`src/rtl/lfsa_pkg.sv`:
```
// Package for the lowest-free slot allocator: command and status codes,
// bitmap word geometry and the sequencer state type.
// No dependencies; imported by the allocator, lfsa_scan and the testbench (lfsa_ram does not use it).
package lfsa_pkg;

    // bitmap words held in the RAM
    localparam int WORD_BITS  = 32;
    localparam int WORD_IDX_W = 5;

    // request kinds (tuser on the request side)
    localparam logic CMD_ALLOC   = 1'b0;
    localparam logic CMD_RELEASE = 1'b1;

    // result kinds (tuser on the result side)
    localparam logic [1:0] ST_GRANT    = 2'd0;
    localparam logic [1:0] ST_FULL     = 2'd1;
    localparam logic [1:0] ST_RELEASED = 2'd2;

    // sequencer states
    typedef enum logic [3:0] {
        S_IDLE = 4'b0001,
        S_MOD  = 4'b0010,
        S_SCAN = 4'b0100,
        S_DONE = 4'b1000
    } t_state;

endpackage

```
`src/rtl/lowest_free_slot_allocator.sv`:
```
// Lowest-free slot allocator: bitmap in RAM, pointer to lowest free slot.
// Depends on lfsa_pkg, lfsa_ram and lfsa_scan.
//
//  channel   dir  handshake                  payload
//  s_axis    in   tvalid / tready            tuser command, tdata slot_in
//  m_axis    out  tvalid / tready            tuser status,  tdata slot_out
//
// Release: read the bitmap word, then write it back. Allocate: read the
// granted slot's 32-bit word and write it back; when the next free slot
// lies beyond that word, further words are read from the bitmap RAM. Pool
// full and out-of-range releases need no RAM access. Reset is synchronous;
// per-word valid flops stand in for a cleared bitmap; no clearing pass is needed.
// A stalled result sits in the output register while the next request is
// taken; that request waits only when its own result is ready to go out.
module lowest_free_slot_allocator #(
    parameter int POOL_SLOTS = 64
) (
    input  logic       i_clk,
    input  logic       i_rst_n,
    input  logic       i_s_axis_tvalid,
    output logic       o_s_axis_tready,
    input  logic [7:0] i_s_axis_tdata,   // [5:0] slot_in, [7:6] zero
    input  logic       i_s_axis_tuser,   // [0] command
    output logic       o_m_axis_tvalid,
    input  logic       i_m_axis_tready,
    output logic [7:0] o_m_axis_tdata,   // [5:0] slot_out, [7:6] zero
    output logic [1:0] o_m_axis_tuser    // [1:0] status
);
    import lfsa_pkg::*;

    localparam int NUM_WORDS = (POOL_SLOTS + WORD_BITS - 1) / WORD_BITS;
    localparam int WADDR_W   = (NUM_WORDS > 1) ? $clog2(NUM_WORDS) : 1;
    localparam int PTR_W     = $clog2(POOL_SLOTS + 1);
    localparam int XW        = (PTR_W > 7) ? PTR_W : 7;
    localparam int TAIL      = POOL_SLOTS - (NUM_WORDS - 1) * WORD_BITS;
    localparam logic [WORD_BITS-1:0] TAIL_PAD =
        WORD_BITS'(~((64'd1 << TAIL) - 64'd1));
    localparam logic [WADDR_W-1:0] LAST_WORD = WADDR_W'(NUM_WORDS - 1);
    localparam logic [PTR_W-1:0]   PTR_FULL  = PTR_W'(POOL_SLOTS);

    // registers
    t_state                r_state, n_state;
    logic [PTR_W-1:0]      r_lowest, n_lowest;
    logic [WADDR_W-1:0]    r_word, n_word;
    logic [WORD_IDX_W-1:0] r_bit, n_bit;
    logic                  r_is_rel, n_is_rel;
    logic [1:0]            r_res_status, n_res_status;
    logic [5:0]            r_res_slot, n_res_slot;
    logic                  r_out_valid, n_out_valid;
    logic [1:0]            r_out_status, n_out_status;
    logic [5:0]            r_out_slot, n_out_slot;
    logic [NUM_WORDS-1:0]  r_row_valid;
    logic                  r_rd_valid;

    // RAM and finder connections
    logic                  ram_we, ram_re;
    logic [WADDR_W-1:0]    ram_raddr;
    logic [WORD_BITS-1:0]  ram_wdata, ram_rdata;
    logic [WORD_BITS-1:0]  rd_word, bit_mask, mod_word, scan_in;
    logic [WORD_IDX_W-1:0] scan_start, hit_bit;
    logic                  hit;
    logic [PTR_W-1:0]      hit_ptr;

    logic                  accept, fin, out_free, full, slot_ok;
    logic [XW-1:0]         lf_x, slot_x;

    lfsa_ram #(
        .WIDTH (WORD_BITS),
        .DEPTH (NUM_WORDS)
    ) u_bitmap (
        .i_clk   (i_clk),
        .i_we    (ram_we),
        .i_waddr (r_word),
        .i_wdata (ram_wdata),
        .i_re    (ram_re),
        .i_raddr (ram_raddr),
        .o_rdata (ram_rdata)
    );

    lfsa_scan u_scan (
        .i_word  (scan_in),
        .i_start (scan_start),
        .o_found (hit),
        .o_bit   (hit_bit)
    );

    // handshake and decode
    assign o_s_axis_tready = (r_state == S_IDLE);
    assign accept          = i_s_axis_tvalid && (r_state == S_IDLE);
    assign out_free        = !r_out_valid || i_m_axis_tready;
    assign lf_x            = XW'(r_lowest);
    assign slot_x          = XW'(i_s_axis_tdata[5:0]);
    assign slot_ok         = slot_x < XW'(POOL_SLOTS);
    assign full            = (r_lowest == PTR_FULL);

    // word under modification; a never-written word reads as all free
    assign rd_word    = r_rd_valid ? ram_rdata : '0;
    assign bit_mask   = WORD_BITS'(1) << r_bit;
    assign mod_word   = r_is_rel ? (rd_word & ~bit_mask) : (rd_word | bit_mask);
    assign ram_wdata  = mod_word;
    assign scan_in    = ((r_state == S_MOD) ? mod_word : rd_word) |
                        ((r_word == LAST_WORD) ? TAIL_PAD : '0);
    assign scan_start = (r_state == S_MOD) ? r_bit : '0;
    assign hit_ptr    = PTR_W'((XW'(r_word) << WORD_IDX_W) | XW'(hit_bit));

    // sequencer
    always_comb begin
        n_state      = r_state;
        n_lowest     = r_lowest;
        n_word       = r_word;
        n_bit        = r_bit;
        n_is_rel     = r_is_rel;
        n_res_status = r_res_status;
        n_res_slot   = r_res_slot;
        ram_we       = 1'b0;
        ram_re       = 1'b0;
        ram_raddr    = r_word;
        fin          = 1'b0;

        case (r_state)
            S_IDLE: begin
                if (accept) begin
                    if (i_s_axis_tuser == CMD_RELEASE) begin
                        n_res_status = ST_RELEASED;
                        n_res_slot   = i_s_axis_tdata[5:0];
                        if (slot_ok) begin
                            ram_re    = 1'b1;
                            ram_raddr = WADDR_W'(slot_x >> WORD_IDX_W);
                            n_word    = WADDR_W'(slot_x >> WORD_IDX_W);
                            n_bit     = slot_x[WORD_IDX_W-1:0];
                            n_is_rel  = 1'b1;
                            n_state   = S_MOD;
                            if (slot_x < lf_x) begin
                                n_lowest = PTR_W'(slot_x);
                            end
                        end else begin
                            fin = 1'b1;
                        end
                    end else if (full) begin
                        n_res_status = ST_FULL;
                        n_res_slot   = '0;
                        fin          = 1'b1;
                    end else begin
                        n_res_status = ST_GRANT;
                        n_res_slot   = lf_x[5:0];
                        ram_re       = 1'b1;
                        ram_raddr    = WADDR_W'(lf_x >> WORD_IDX_W);
                        n_word       = WADDR_W'(lf_x >> WORD_IDX_W);
                        n_bit        = lf_x[WORD_IDX_W-1:0];
                        n_is_rel     = 1'b0;
                        n_state      = S_MOD;
                    end
                end
            end
            S_MOD, S_SCAN: begin
                // write back the modified word on the first pass only
                ram_we = (r_state == S_MOD);
                if ((r_state == S_MOD) && r_is_rel) begin
                    fin = 1'b1;
                end else if (hit) begin
                    n_lowest = hit_ptr;
                    fin      = 1'b1;
                end else if (r_word == LAST_WORD) begin
                    n_lowest = PTR_FULL;
                    fin      = 1'b1;
                end else begin
                    ram_re    = 1'b1;
                    ram_raddr = r_word + WADDR_W'(1);
                    n_word    = r_word + WADDR_W'(1);
                    n_state   = S_SCAN;
                end
            end
            S_DONE: begin
                fin = 1'b1;
            end
            default: begin
                n_state = S_IDLE;
            end
        endcase

        // result register
        n_out_valid  = r_out_valid && !i_m_axis_tready;
        n_out_status = r_out_status;
        n_out_slot   = r_out_slot;
        if (fin) begin
            if (out_free) begin
                n_out_valid  = 1'b1;
                n_out_status = n_res_status;
                n_out_slot   = n_res_slot;
                n_state      = S_IDLE;
            end else begin
                n_state = S_DONE;
            end
        end
    end

    // control state
    always_ff @(posedge i_clk) begin
        if (!i_rst_n) begin
            r_state     <= S_IDLE;
            r_lowest    <= '0;
            r_out_valid <= 1'b0;
            r_row_valid <= '0;
            r_rd_valid  <= 1'b0;
        end else begin
            r_state     <= n_state;
            r_lowest    <= n_lowest;
            r_out_valid <= n_out_valid;
            if (ram_we) begin
                r_row_valid[r_word] <= 1'b1;
            end
            if (ram_re) begin
                r_rd_valid <= r_row_valid[ram_raddr];
            end
        end
    end

    // payload
    always_ff @(posedge i_clk) begin
        r_word       <= n_word;
        r_bit        <= n_bit;
        r_is_rel     <= n_is_rel;
        r_res_status <= n_res_status;
        r_res_slot   <= n_res_slot;
        r_out_status <= n_out_status;
        r_out_slot   <= n_out_slot;
    end

    assign o_m_axis_tvalid = r_out_valid;
    assign o_m_axis_tdata  = {2'b00, r_out_slot};
    assign o_m_axis_tuser  = r_out_status;

endmodule

```
`src/rtl/lfsa_ram.sv`:
```
// Generic single-port-write, single-port-read RAM with registered read data.
// No dependencies; used for the slot bitmap of the allocator.
module lfsa_ram #(
    parameter int WIDTH = 32,
    parameter int DEPTH = 2
) (
    input  logic                                   i_clk,
    input  logic                                   i_we,
    input  logic [((DEPTH > 1) ? $clog2(DEPTH) : 1)-1:0] i_waddr,
    input  logic [WIDTH-1:0]                       i_wdata,
    input  logic                                   i_re,
    input  logic [((DEPTH > 1) ? $clog2(DEPTH) : 1)-1:0] i_raddr,
    output logic [WIDTH-1:0]                       o_rdata
);

    logic [WIDTH-1:0] r_mem [DEPTH];
    logic [WIDTH-1:0] r_rdata;

    // write port
    always_ff @(posedge i_clk) begin
        if (i_we) begin
            r_mem[i_waddr] <= i_wdata;
        end
    end

    // registered read port
    always_ff @(posedge i_clk) begin
        if (i_re) begin
            r_rdata <= r_mem[i_raddr];
        end
    end

    assign o_rdata = r_rdata;

endmodule

```
`src/rtl/lfsa_scan.sv`:
```
// Free-bit finder for one bitmap word: lowest clear bit at or above a start.
// Depends on lfsa_pkg for the word geometry.
module lfsa_scan (
    input  logic [lfsa_pkg::WORD_BITS-1:0]  i_word,
    input  logic [lfsa_pkg::WORD_IDX_W-1:0] i_start,
    output logic                            o_found,
    output logic [lfsa_pkg::WORD_IDX_W-1:0] o_bit
);
    import lfsa_pkg::*;

    logic [WORD_BITS-1:0] low_mask;
    logic [WORD_BITS-1:0] masked;
    logic [WORD_BITS-1:0] lowest_zero;

    // bits below the start count as used
    assign low_mask = WORD_BITS'((33'd1 << i_start) - 33'd1);
    assign masked   = i_word | low_mask;

    // isolate the lowest clear bit with one add
    assign lowest_zero = ~masked & (masked + WORD_BITS'(1));
    assign o_found     = ~&masked;

    // one-hot to index
    always_comb begin
        o_bit = '0;
        for (int i = 0; i < WORD_BITS; i++) begin
            if (lowest_zero[i]) begin
                o_bit = o_bit | WORD_IDX_W'(i);
            end
        end
    end

endmodule

```
`config.mk`:
```
export PLATFORM = sky130hd
export DESIGN_NAME = lowest_free_slot_allocator
export DESIGN_NICKNAME = d
export VERILOG_FILES = /design/src/rtl/lfsa_pkg.sv /design/src/rtl/lowest_free_slot_allocator.sv /design/src/rtl/lfsa_ram.sv /design/src/rtl/lfsa_scan.sv
export SDC_FILE = /design/constraint.sdc
export NUM_CORES = 1
export LEC_CHECK = 0
export ABC_CLOCK_PERIOD_IN_PS = 10000
export BUFFER_PORTS_ARGS = -buffer_cell sky130_fd_sc_hd__buf_2
export CORE_MARGIN = 5
export CORE_UTILIZATION = 29
export DETAILED_ROUTE_END_ITERATION = 6
export HOLD_SLACK_MARGIN = 0.15
export PLACE_DENSITY = 0.54
export SYNTH_ARGS = -nofsm -noshare
export SYNTH_HDL_FRONTEND = slang
export SYNTH_SLANG_ARGS = --single-unit
```
`constraint.sdc`:
```
create_clock -name i_clk -period 10 [get_ports i_clk]
set_input_delay 0 -clock i_clk [delete_from_list [all_inputs] [get_ports i_clk]]
set_output_delay 0 -clock i_clk [all_outputs]
set_load 0.005 [all_outputs]
```
==> metrics.md, run 1 <==
| Metric | Value |
|---|---|
| Setup TNS | 0 ns |
| Gate power share | 0.145 |
| Worst r2r path cells | 12 |
| CP Class | flip-flop to flip-flop |
| Reg power frac | 0.452 |
| # nets final | 710 |
| Vias in the first global route | between 5000 and 6000 |
| GRT Residual Overflow | 0 |
| Switching power | between 300 and 400 uW |
| Final instance area | about 8500 um^2 |
| Die width | around 170 um |
| Die Y | approximately 170 um |
| Vias per cell | 5.27 |
| CTS Root Cell | clkbuf_16 |
| Commonest cells post-synth | 110 x edfxtp_1, 90 x nand2_1, 36 x clkbuf_1 |
| Area Overhead vs Synth | 14.2% |
| Worst-Skew Late Latency | approximately 0.43 ns |
| Slack of the critical path | approximately 4.6 ns |
| Row cnt | between 50 and 60 |
| Placed cell count | about 990 |
| Port-buffer cells | 20 |
| Slew Viols, Final | 0 |
| Cts bufs inserted | 17 |
| Critical Path Start Type | flip-flop |
| Static Leak | roughly 3.1 nW |
| Final core occ | 0.338 |
| Post-Route WL | between 15000 and 20000 um |
| Routability cong. | between 0.9 and 1 |
| WP data required | 10.17 ns |
| Post-Layout Cell Count | 1034 |
| Mux contribution to synthesized area | 0.117 |
| Top-count cell post-synth | edfxtp_1 |
| Critical Path AT | 5.55 ns |
| Most frequent CP cell | mux2_2 |
| CP bufs+invs | 1 |
| Worst path max stage delay | 0.81 ns |
| Clock Skews | 0.00967 ns |
| Critical-path cell list | or4b_4 > a21oi_1 > ha_1 > nand2_1 > mux2_2 > a41oi_1 > and4b_1 > nand4_2 > nor3_4 > a21oi_4 > buf_4 > mux2_2 |
| Critical Path End Type | flip-flop |
| Asr flop ratio synth | 0 |
| Crit share post-route | 0.538 |
| Seq/Total Area, Yosys | 0.506 |
| Clock Path Buffers | 2 |
| Largest net degree at the start of global routing | 47 |
| CP Launch Point | r_state[3]$_SDFFE_PN0P_ |
| Num ports | 25 |
| Average wire per standard cell | about 18 um |
| Max FO, Critical Path | 38 |
| Status | complete, no violations |
| Largest family of logic cells by synthesized area | simple AND/OR/NAND/NOR gates |
| Sw Ratio | 0.263 |
| Final hold violations | 0 |
| Hold endpoint | r_res_slot[5]$_DFF_P_ |
| Mean Syn Cell Area | about 11 um^2 |
| Initial antenna violation count | 0 |
| Rel. slew slack | 0.268 |
| Slowest-stage cell, CP | or4b_4 |
| RSZ-0062 raised after global routing | false |
| Critical R2R Capture | u_bitmap.o_rdata[31]$_DFFE_PP_ |
| Reg clk slew, reported paths | around 0.060 ns |
| Initial drt markers | around 400 |
| Core area | around 25000 um^2 |
| Cells after Synth | about 680 |
| Total power draw | 1.44 mW |
| Filler Cells Inserted | 2566 |
| Post-CTS setup buffers | 0 |
| Post-DP Area | roughly 8000 um^2 |
| Post-synthesis compound-gate area fraction | 0.149 |
| Post-synth EDFFs | 110 |
| Layout cells sized above 1 | 0.178 |
| DR vias | between 5000 and 6000 |
| Drt first pass iters | 4 |
| Slew @ Worst Pin | around 1.1 ns |
| Ant diodes | 0 |
| Minimum clock period | between 5 and 6 ns |
| TritonCTS clock tree | yes |
| Hold Slack | 0.453 ns |
| Hold Crit Depth | 1 |
| Clock share of power | 0.403 |
| Hold Crit Class | flip-flop to flip-flop |
| Hold wc startpoint | r_res_slot[5]$_DFF_P_ |
| DRC Markers | 0 |
| Synth warn | 0 |
| Register-to-register setup slack | roughly 4.6 ns |
| DIE AREA | between 20000 and 30000 um^2 |
| Top cells by area, synth | edfxtp_1 44%, dfxtp_1 6.4%, mux2_4 5.6% |
| Reg-to-reg startpoint | r_state[3]$_SDFFE_PN0P_ |
| Simple-gate area share of the yosys netlist | 0.169 |
| Synthesized area | roughly 7500 um^2 |
| Starting Density | 0.296 |
| Power Dens Cells | 169 nW/um^2 |
| Synth Area in XOR/XNOR | 0.00117 |
| Final ANT Viol Nets | 0 |
| Synth unique cells | slightly above 80 |
| Largest area contributor in the netlist | edfxtp_1 |
| H-tree level count | 4 |
| Maximum vdd drop | slightly below 0.1 mV |
| Post-DP HPWL | 12200 um |
| Global Route Usage Sum | 0.132 |
| Setup-failing EPs final | 0 |
| CTS Sinks | ~130 |
| Internal power | 1.06 mW |
| CP delay by family, top | simple AND/OR/NAND/NOR gates |
| DP Worst Slack | 4.65 ns |
| F_max | between 0.15 and 0.2 GHz |
| FF+latch count, synth | around 130 |
| Yosys top cell area share | 0.442 |
| Area share of fa/ha/maj cells after synthesis | 0.0100 |
| First-pass GRT wire length | around 30000 um |
| Max cap viols | 0 |
| Ys flop type | edfxtp_1 |
[power by group through the flow]
stage	registers (mW)	clock network [mW]	logic, mW
2_1_floorplan	0.660	0	0.152
3_3_place_gp	0.663	0	0.202
3_5_place_dp	0.664	0	0.203
4_1_cts	0.653	0.593	0.209
5_1_grt	0.656	0.622	0.228
6_report	0.653	0.582	0.209
[worst max path at each step]
stage / end / slack, ns / depth (start not counted)
floorplan: u_bitmap.o_rdata[0]$_DFFE_PP_ / 5.65 / 15
global placement: u_bitmap.o_rdata[31]$_DFFE_PP_ / 4.65 / 12
detailed placement: u_bitmap.o_rdata[31]$_DFFE_PP_ / 4.65 / 12
CTS: u_bitmap.o_rdata[31]$_DFFE_PP_ / 4.64 / 12
global route: u_bitmap.o_rdata[31]$_DFFE_PP_ / 4.37 / 12
finish: u_bitmap.o_rdata[31]$_DFFE_PP_ / 4.62 / 12
[cells in the final DEF, fill, tap and decap left out, types with 8 or more instances in the layout]
cell type | netlist | routed
edfxtp_1 | 110 | 110
nand2_1 | 90 | 90
o21ai_0 | 34 | 34
mux2i_1 | 31 | 31
nor2_1 | 30 | 28
mux2_4 | 28 | 28
dfxtp_1 | 24 | 24
a21oi_1 | 23 | 23
nand3_1 | 22 | 22
buf_2 | 7 | 20
clkbuf_16 | 0 | 19
dlygate4sd3_1 | 0 | 16
buf_4 | 5 | 14
o31ai_1 | 13 | 13
inv_1 | 12 | 12
mux2_2 | 12 | 12
and3_1 | 11 | 11
o211ai_1 | 10 | 10
nor3_1 | 9 | 9
a22oi_1 | 8 | 8
nor4_1 | 8 | 8
[cell type report]
class                   instances  area, um^2  share of cell area
flip-flops and latches        134        3780               0.444
multi-input cells             476        3370               0.395
inverters                      12        45.0             0.00528
well taps                     330         413              0.0484
repair buffers                 50         365              0.0428
clock inverters                11        72.6             0.00851
clock buffers                  21         483              0.0566
[worst reg2reg max path, stage by stage, from the launching register on]
cell     delay, ns
dfxtp_1       0.40
or4b_4        0.81
a21oi_1       0.24
ha_1          0.53
nand2_1       0.34
mux2_2        0.35
a41oi_1       0.36
and4b_1       0.31
nand4_2       0.13
nor3_4        0.08
a21oi_4       0.69
buf_4         0.50
mux2_2        0.38
[registers in the layout (all words and copies together), names as in the netlist]
name              count
r_row_valid           2
o_m_axis_tvalid       1
u_bitmap.o_rdata     32
r_is_rel              1
r_res_slot            6
r_state               4
r_word                1
r_out_slot            6
r_rd_valid            1
r_res_status          2
u_bitmap.r_mem       64
lf_x                  7
r_bit                 5
o_m_axis_tuser        2
[routing by layer]
layer  up-vias  global-route usage  share of wire  wire length [um]
li1       2613                   -              -                 -
met1      2695               0.190           0.49              9270
met2       127               0.199           0.45              8530
met3        18              0.0305          0.042               785
met4         0              0.0399          0.010               192
met5         -                   0              0                 0
[cells by family after synthesis]
family                     Yosys count
buffers and inverters               69
DFF                                134
and+or+nand+nor                    236
AOI/OAI and AO/OA                  159
muxes                               72
other                                1
adders and majority gates            6
xor gates and xnor gates             1
[timing repair]
item | in CTS | in global routing
endpoints found under the hold margin | 33 | 0
endpoints found under the setup margin | 0 | 0
hold buffers | 16 | 0
resized for setup | 0 | 0
Note: power is estimated with default switching activity, not from simulation.
==> run 2: changes to the inputs <==
- ABC_CLOCK_PERIOD_IN_PS: 10000 -> 4550
- PLACE_DENSITY: 0.54 -> 0.56
- clock period: 10 -> 4.55 ns (I/O delays scaled with it)
==> run 2 against run 1 <==
Effect of this change:
- register-to-register slack lost 4.4 ns
- non-clock buffer count up 29
- critical path depth is 2 higher
- clock power increased by 120%
- highest routed layer unchanged
==> metrics.md, run 2 (same netlist as run 1, synthesis figures left out) <==
| Metric | Value |
|---|---|
| Cts bufs inserted | 17 (unchanged) |
| Total power draw | 3.20 mW (+120%) |
| Critical R2R Capture | lf_x[2]$_SDFFE_PN0P_ |
| Reg-to-reg startpoint | r_state[3]$_SDFFE_PN0P_ |
| CTS Sinks | 134 (unchanged) |
| Placed cell count | 1015 (+2.9%) |
| Ant diodes | 0 (unchanged) |
| Final ANT Viol Nets | 0 (unchanged) |
| Initial drt markers | 445 (+12%) |
| WP data required | 4.92 ns (-5.25 ns) |
| Num ports | 25 (unchanged) |
| Setup-failing EPs final | 0 (unchanged) |
| Hold Crit Class | input pin to flip-flop |
| Met3 usage | 0.0293 (-0.00116) |
| Minimum clock period | 4.35 ns (-1.02 ns) |
| Routability cong. | 0.935 (+3.0%) |
| RSZ-0062 raised after global routing | false |
| Average wire per standard cell | 18.2 um (+0.17%) |
| Slew Viols, Final | 0 (unchanged) |
| Initial antenna violation count | 0 (unchanged) |
| Die Y | 171 um (unchanged) |
| Hold endpoint | r_state[0]$_SDFFE_PN1P_ |
| Max reg flops | 64 (unchanged) |
| Port-buffer cells | 20 (unchanged) |
| Post-Layout Cell Count | 1063 (+2.8%) |
| H-tree level count | 4 (unchanged) |
| Status | complete, no violations |
| GRT Max-Usage Layer | met2 |
| Power Dens Cells | 365 nW/um^2 (+120%) |
| Layout cells sized above 1 | 0.214 (+0.0366) |
| TritonCTS clock tree | yes |
| Slew @ Worst Pin | 1.13 ns (+0.0365 ns) |
| Crit share post-route | 0.957 (+0.419) |
| Hold wc startpoint | i_m_axis_tready |
| CP Class | flip-flop to flip-flop |
| Commonest non-fill, non-tap cell in the layout | edfxtp_1 |
| Post-Route WL | 19300 um (+3.0%) |
| Area Overhead vs Synth | 17.3% |
| DIE AREA | 29100 um^2 (unchanged) |
| Worst-Skew Late Latency | 0.43 ns (about the same) |
| Clock Path Buffers | 2 (unchanged) |
| Die width | 171 um (unchanged) |
| Most frequent cells in the layout | 110 x edfxtp_1, 90 x nand2_1, 42 x buf_4, 34 x o21ai_0, 31 x mux2i_1 |
| Setup TNS | 0 ns (unchanged) |
| Row cnt | 58 (unchanged) |
| Critical Path AT | 4.73 ns (-0.82 ns) |
| Post-CTS sizing | 0 (unchanged) |
| First-pass GRT wire length | 30600 um (+1.3%) |
| Maximum vdd drop | 0.266 mV (+170%) |
| Final hold violations | 0 (unchanged) |
| Worst r2r path cells | 14 (+2) |
| Largest register by flop count | u_bitmap.r_mem |
| F_max | 0.230 GHz (+23%) |
| GRT Residual Overflow | 0 (unchanged) |
| Post-DP HPWL | 13300 um (+8.9%) |
| Critical Path End Type | flip-flop |
| Max FO, Critical Path | 9 (-76%) |
| Vias per cell | 5.21 (-1.2%) |
| Starting Density | 0.296 (unchanged) |
| Global Route Usage Sum | 0.135 (+0.00246) |
| Largest net degree at the start of global routing | 45 (-4.3%) |
| # nets final | 739 (+4.1%) |
| DRC Markers | 0 (unchanged) |
| Register-to-register setup slack | 0.20 ns (-4.43 ns) |
| DR vias | 5536 (+1.5%) |
| Clock Skews | 0.00936 ns (-0.000319 ns) |
| Drt first pass iters | 5 (+1) |
| Vias in the first global route | 5448 (+2.3%) |
| Grt met2 use | 0.211 (+0.0120) |
| Critical Path Start Type | flip-flop |
| Reg clk slew, reported paths | 0.06 ns (about the same) |
| Core area | 25300 um^2 (unchanged) |
| CTS Root Cell | clkbuf_16 |
| Met1 global-route usage | 0.187 (-0.00305) |
| Hold Crit Depth | 4 (+3) |
| Max cap viols | 0 (unchanged) |
| Rel. slew slack | 0.244 (-0.0244) |
| Static Leak | 3.27 nW (+4.6%) |
-- run 2: cell type report --
class	count	area [um^2]
clock inverter	15	123
fill	2544	16500
timing repair buffer	79	606
inverter	12	45.0
sequential	134	3780
multi-input combinational	476	3370
clock buffer	17	425
tap	330	413
-- run 2: critical path, stage by stage, from the launching register on --
cell and delay [ns]:
dfxtp_1 0.39, or4b_4 0.58, a21oi_1 0.15, ha_1 0.25
buf_4 0.19, o41ai_1 0.08, a31oi_1 0.47, nand3_1 0.14
nor2_1 0.31, nand3_2 0.21, nand4b_1 0.30, o21ai_0 0.30
o31ai_1 0.16, a31oi_1 0.20, dlygate4sd3_1 0.57
-- run 2: stage by stage --
stage | util | cell area (um^2) | hold WS, ns | worst slack, ns
floorplan | - | 7470 | 0.0989 | 0.201
global placement | 0.319 | 8060 | 0.287 | 0.261
detailed placement | 0.319 | 8060 | 0.294 | 0.241
CTS | 0.347 | 8750 | 0.406 | 0.226
global route | 0.347 | 8760 | 0.465 | 0.00799
finish | 0.347 | 8760 | 0.423 | 0.196
-- run 2: report_power, final --
| group | total (mW) | switching [mW] | internal (mW) |
|---|---|---|---|
| Sequential | 1.44 | 0.0313 | 1.41 |
| Clock | 1.27 | 0.566 | 0.709 |
| Combinational | 0.482 | 0.288 | 0.194 |
| Total | 3.20 | 0.885 | 2.31 |
-- run 2: worst max-delay path by stage --
| stage | start | endpoint | slack [ns] | cells after the start |
|---|---|---|---|---|
| 2_1_floorplan | r_state[3]$_SDFFE_PN0P_ | u_bitmap.o_rdata[0]$_DFFE_PP_ | 0.20 | 15 |
| 6_report | r_state[3]$_SDFFE_PN0P_ | lf_x[2]$_SDFFE_PN0P_ | 0.20 | 14 |
| 3_3_place_gp | r_state[3]$_SDFFE_PN0P_ | u_bitmap.o_rdata[31]$_DFFE_PP_ | 0.26 | 12 |
| 3_5_place_dp | r_state[3]$_SDFFE_PN0P_ | u_bitmap.o_rdata[31]$_DFFE_PP_ | 0.24 | 12 |
| 5_1_grt | r_state[0]$_SDFFE_PN1P_ | lf_x[2]$_SDFFE_PN0P_ | 0.008 | 14 |
| 4_1_cts | r_state[3]$_SDFFE_PN0P_ | u_bitmap.o_rdata[31]$_DFFE_PP_ | 0.23 | 13 |
-- run 2: layer usage --
metal / vias up / wire [um]
met3: 26 / 1080
met4: 0 / 403
met2: 185 / 8680
li1: 2677 / -
met5: - / 0
met1: 2648 / 9160
-- run 2: what timing repair did --
action                                 4_1_cts  5_1_grt
setup endpoints to repair                    0        1
hold buffers                                15        0
setup buffers                                0        1
endpoints found under the hold margin       33        0
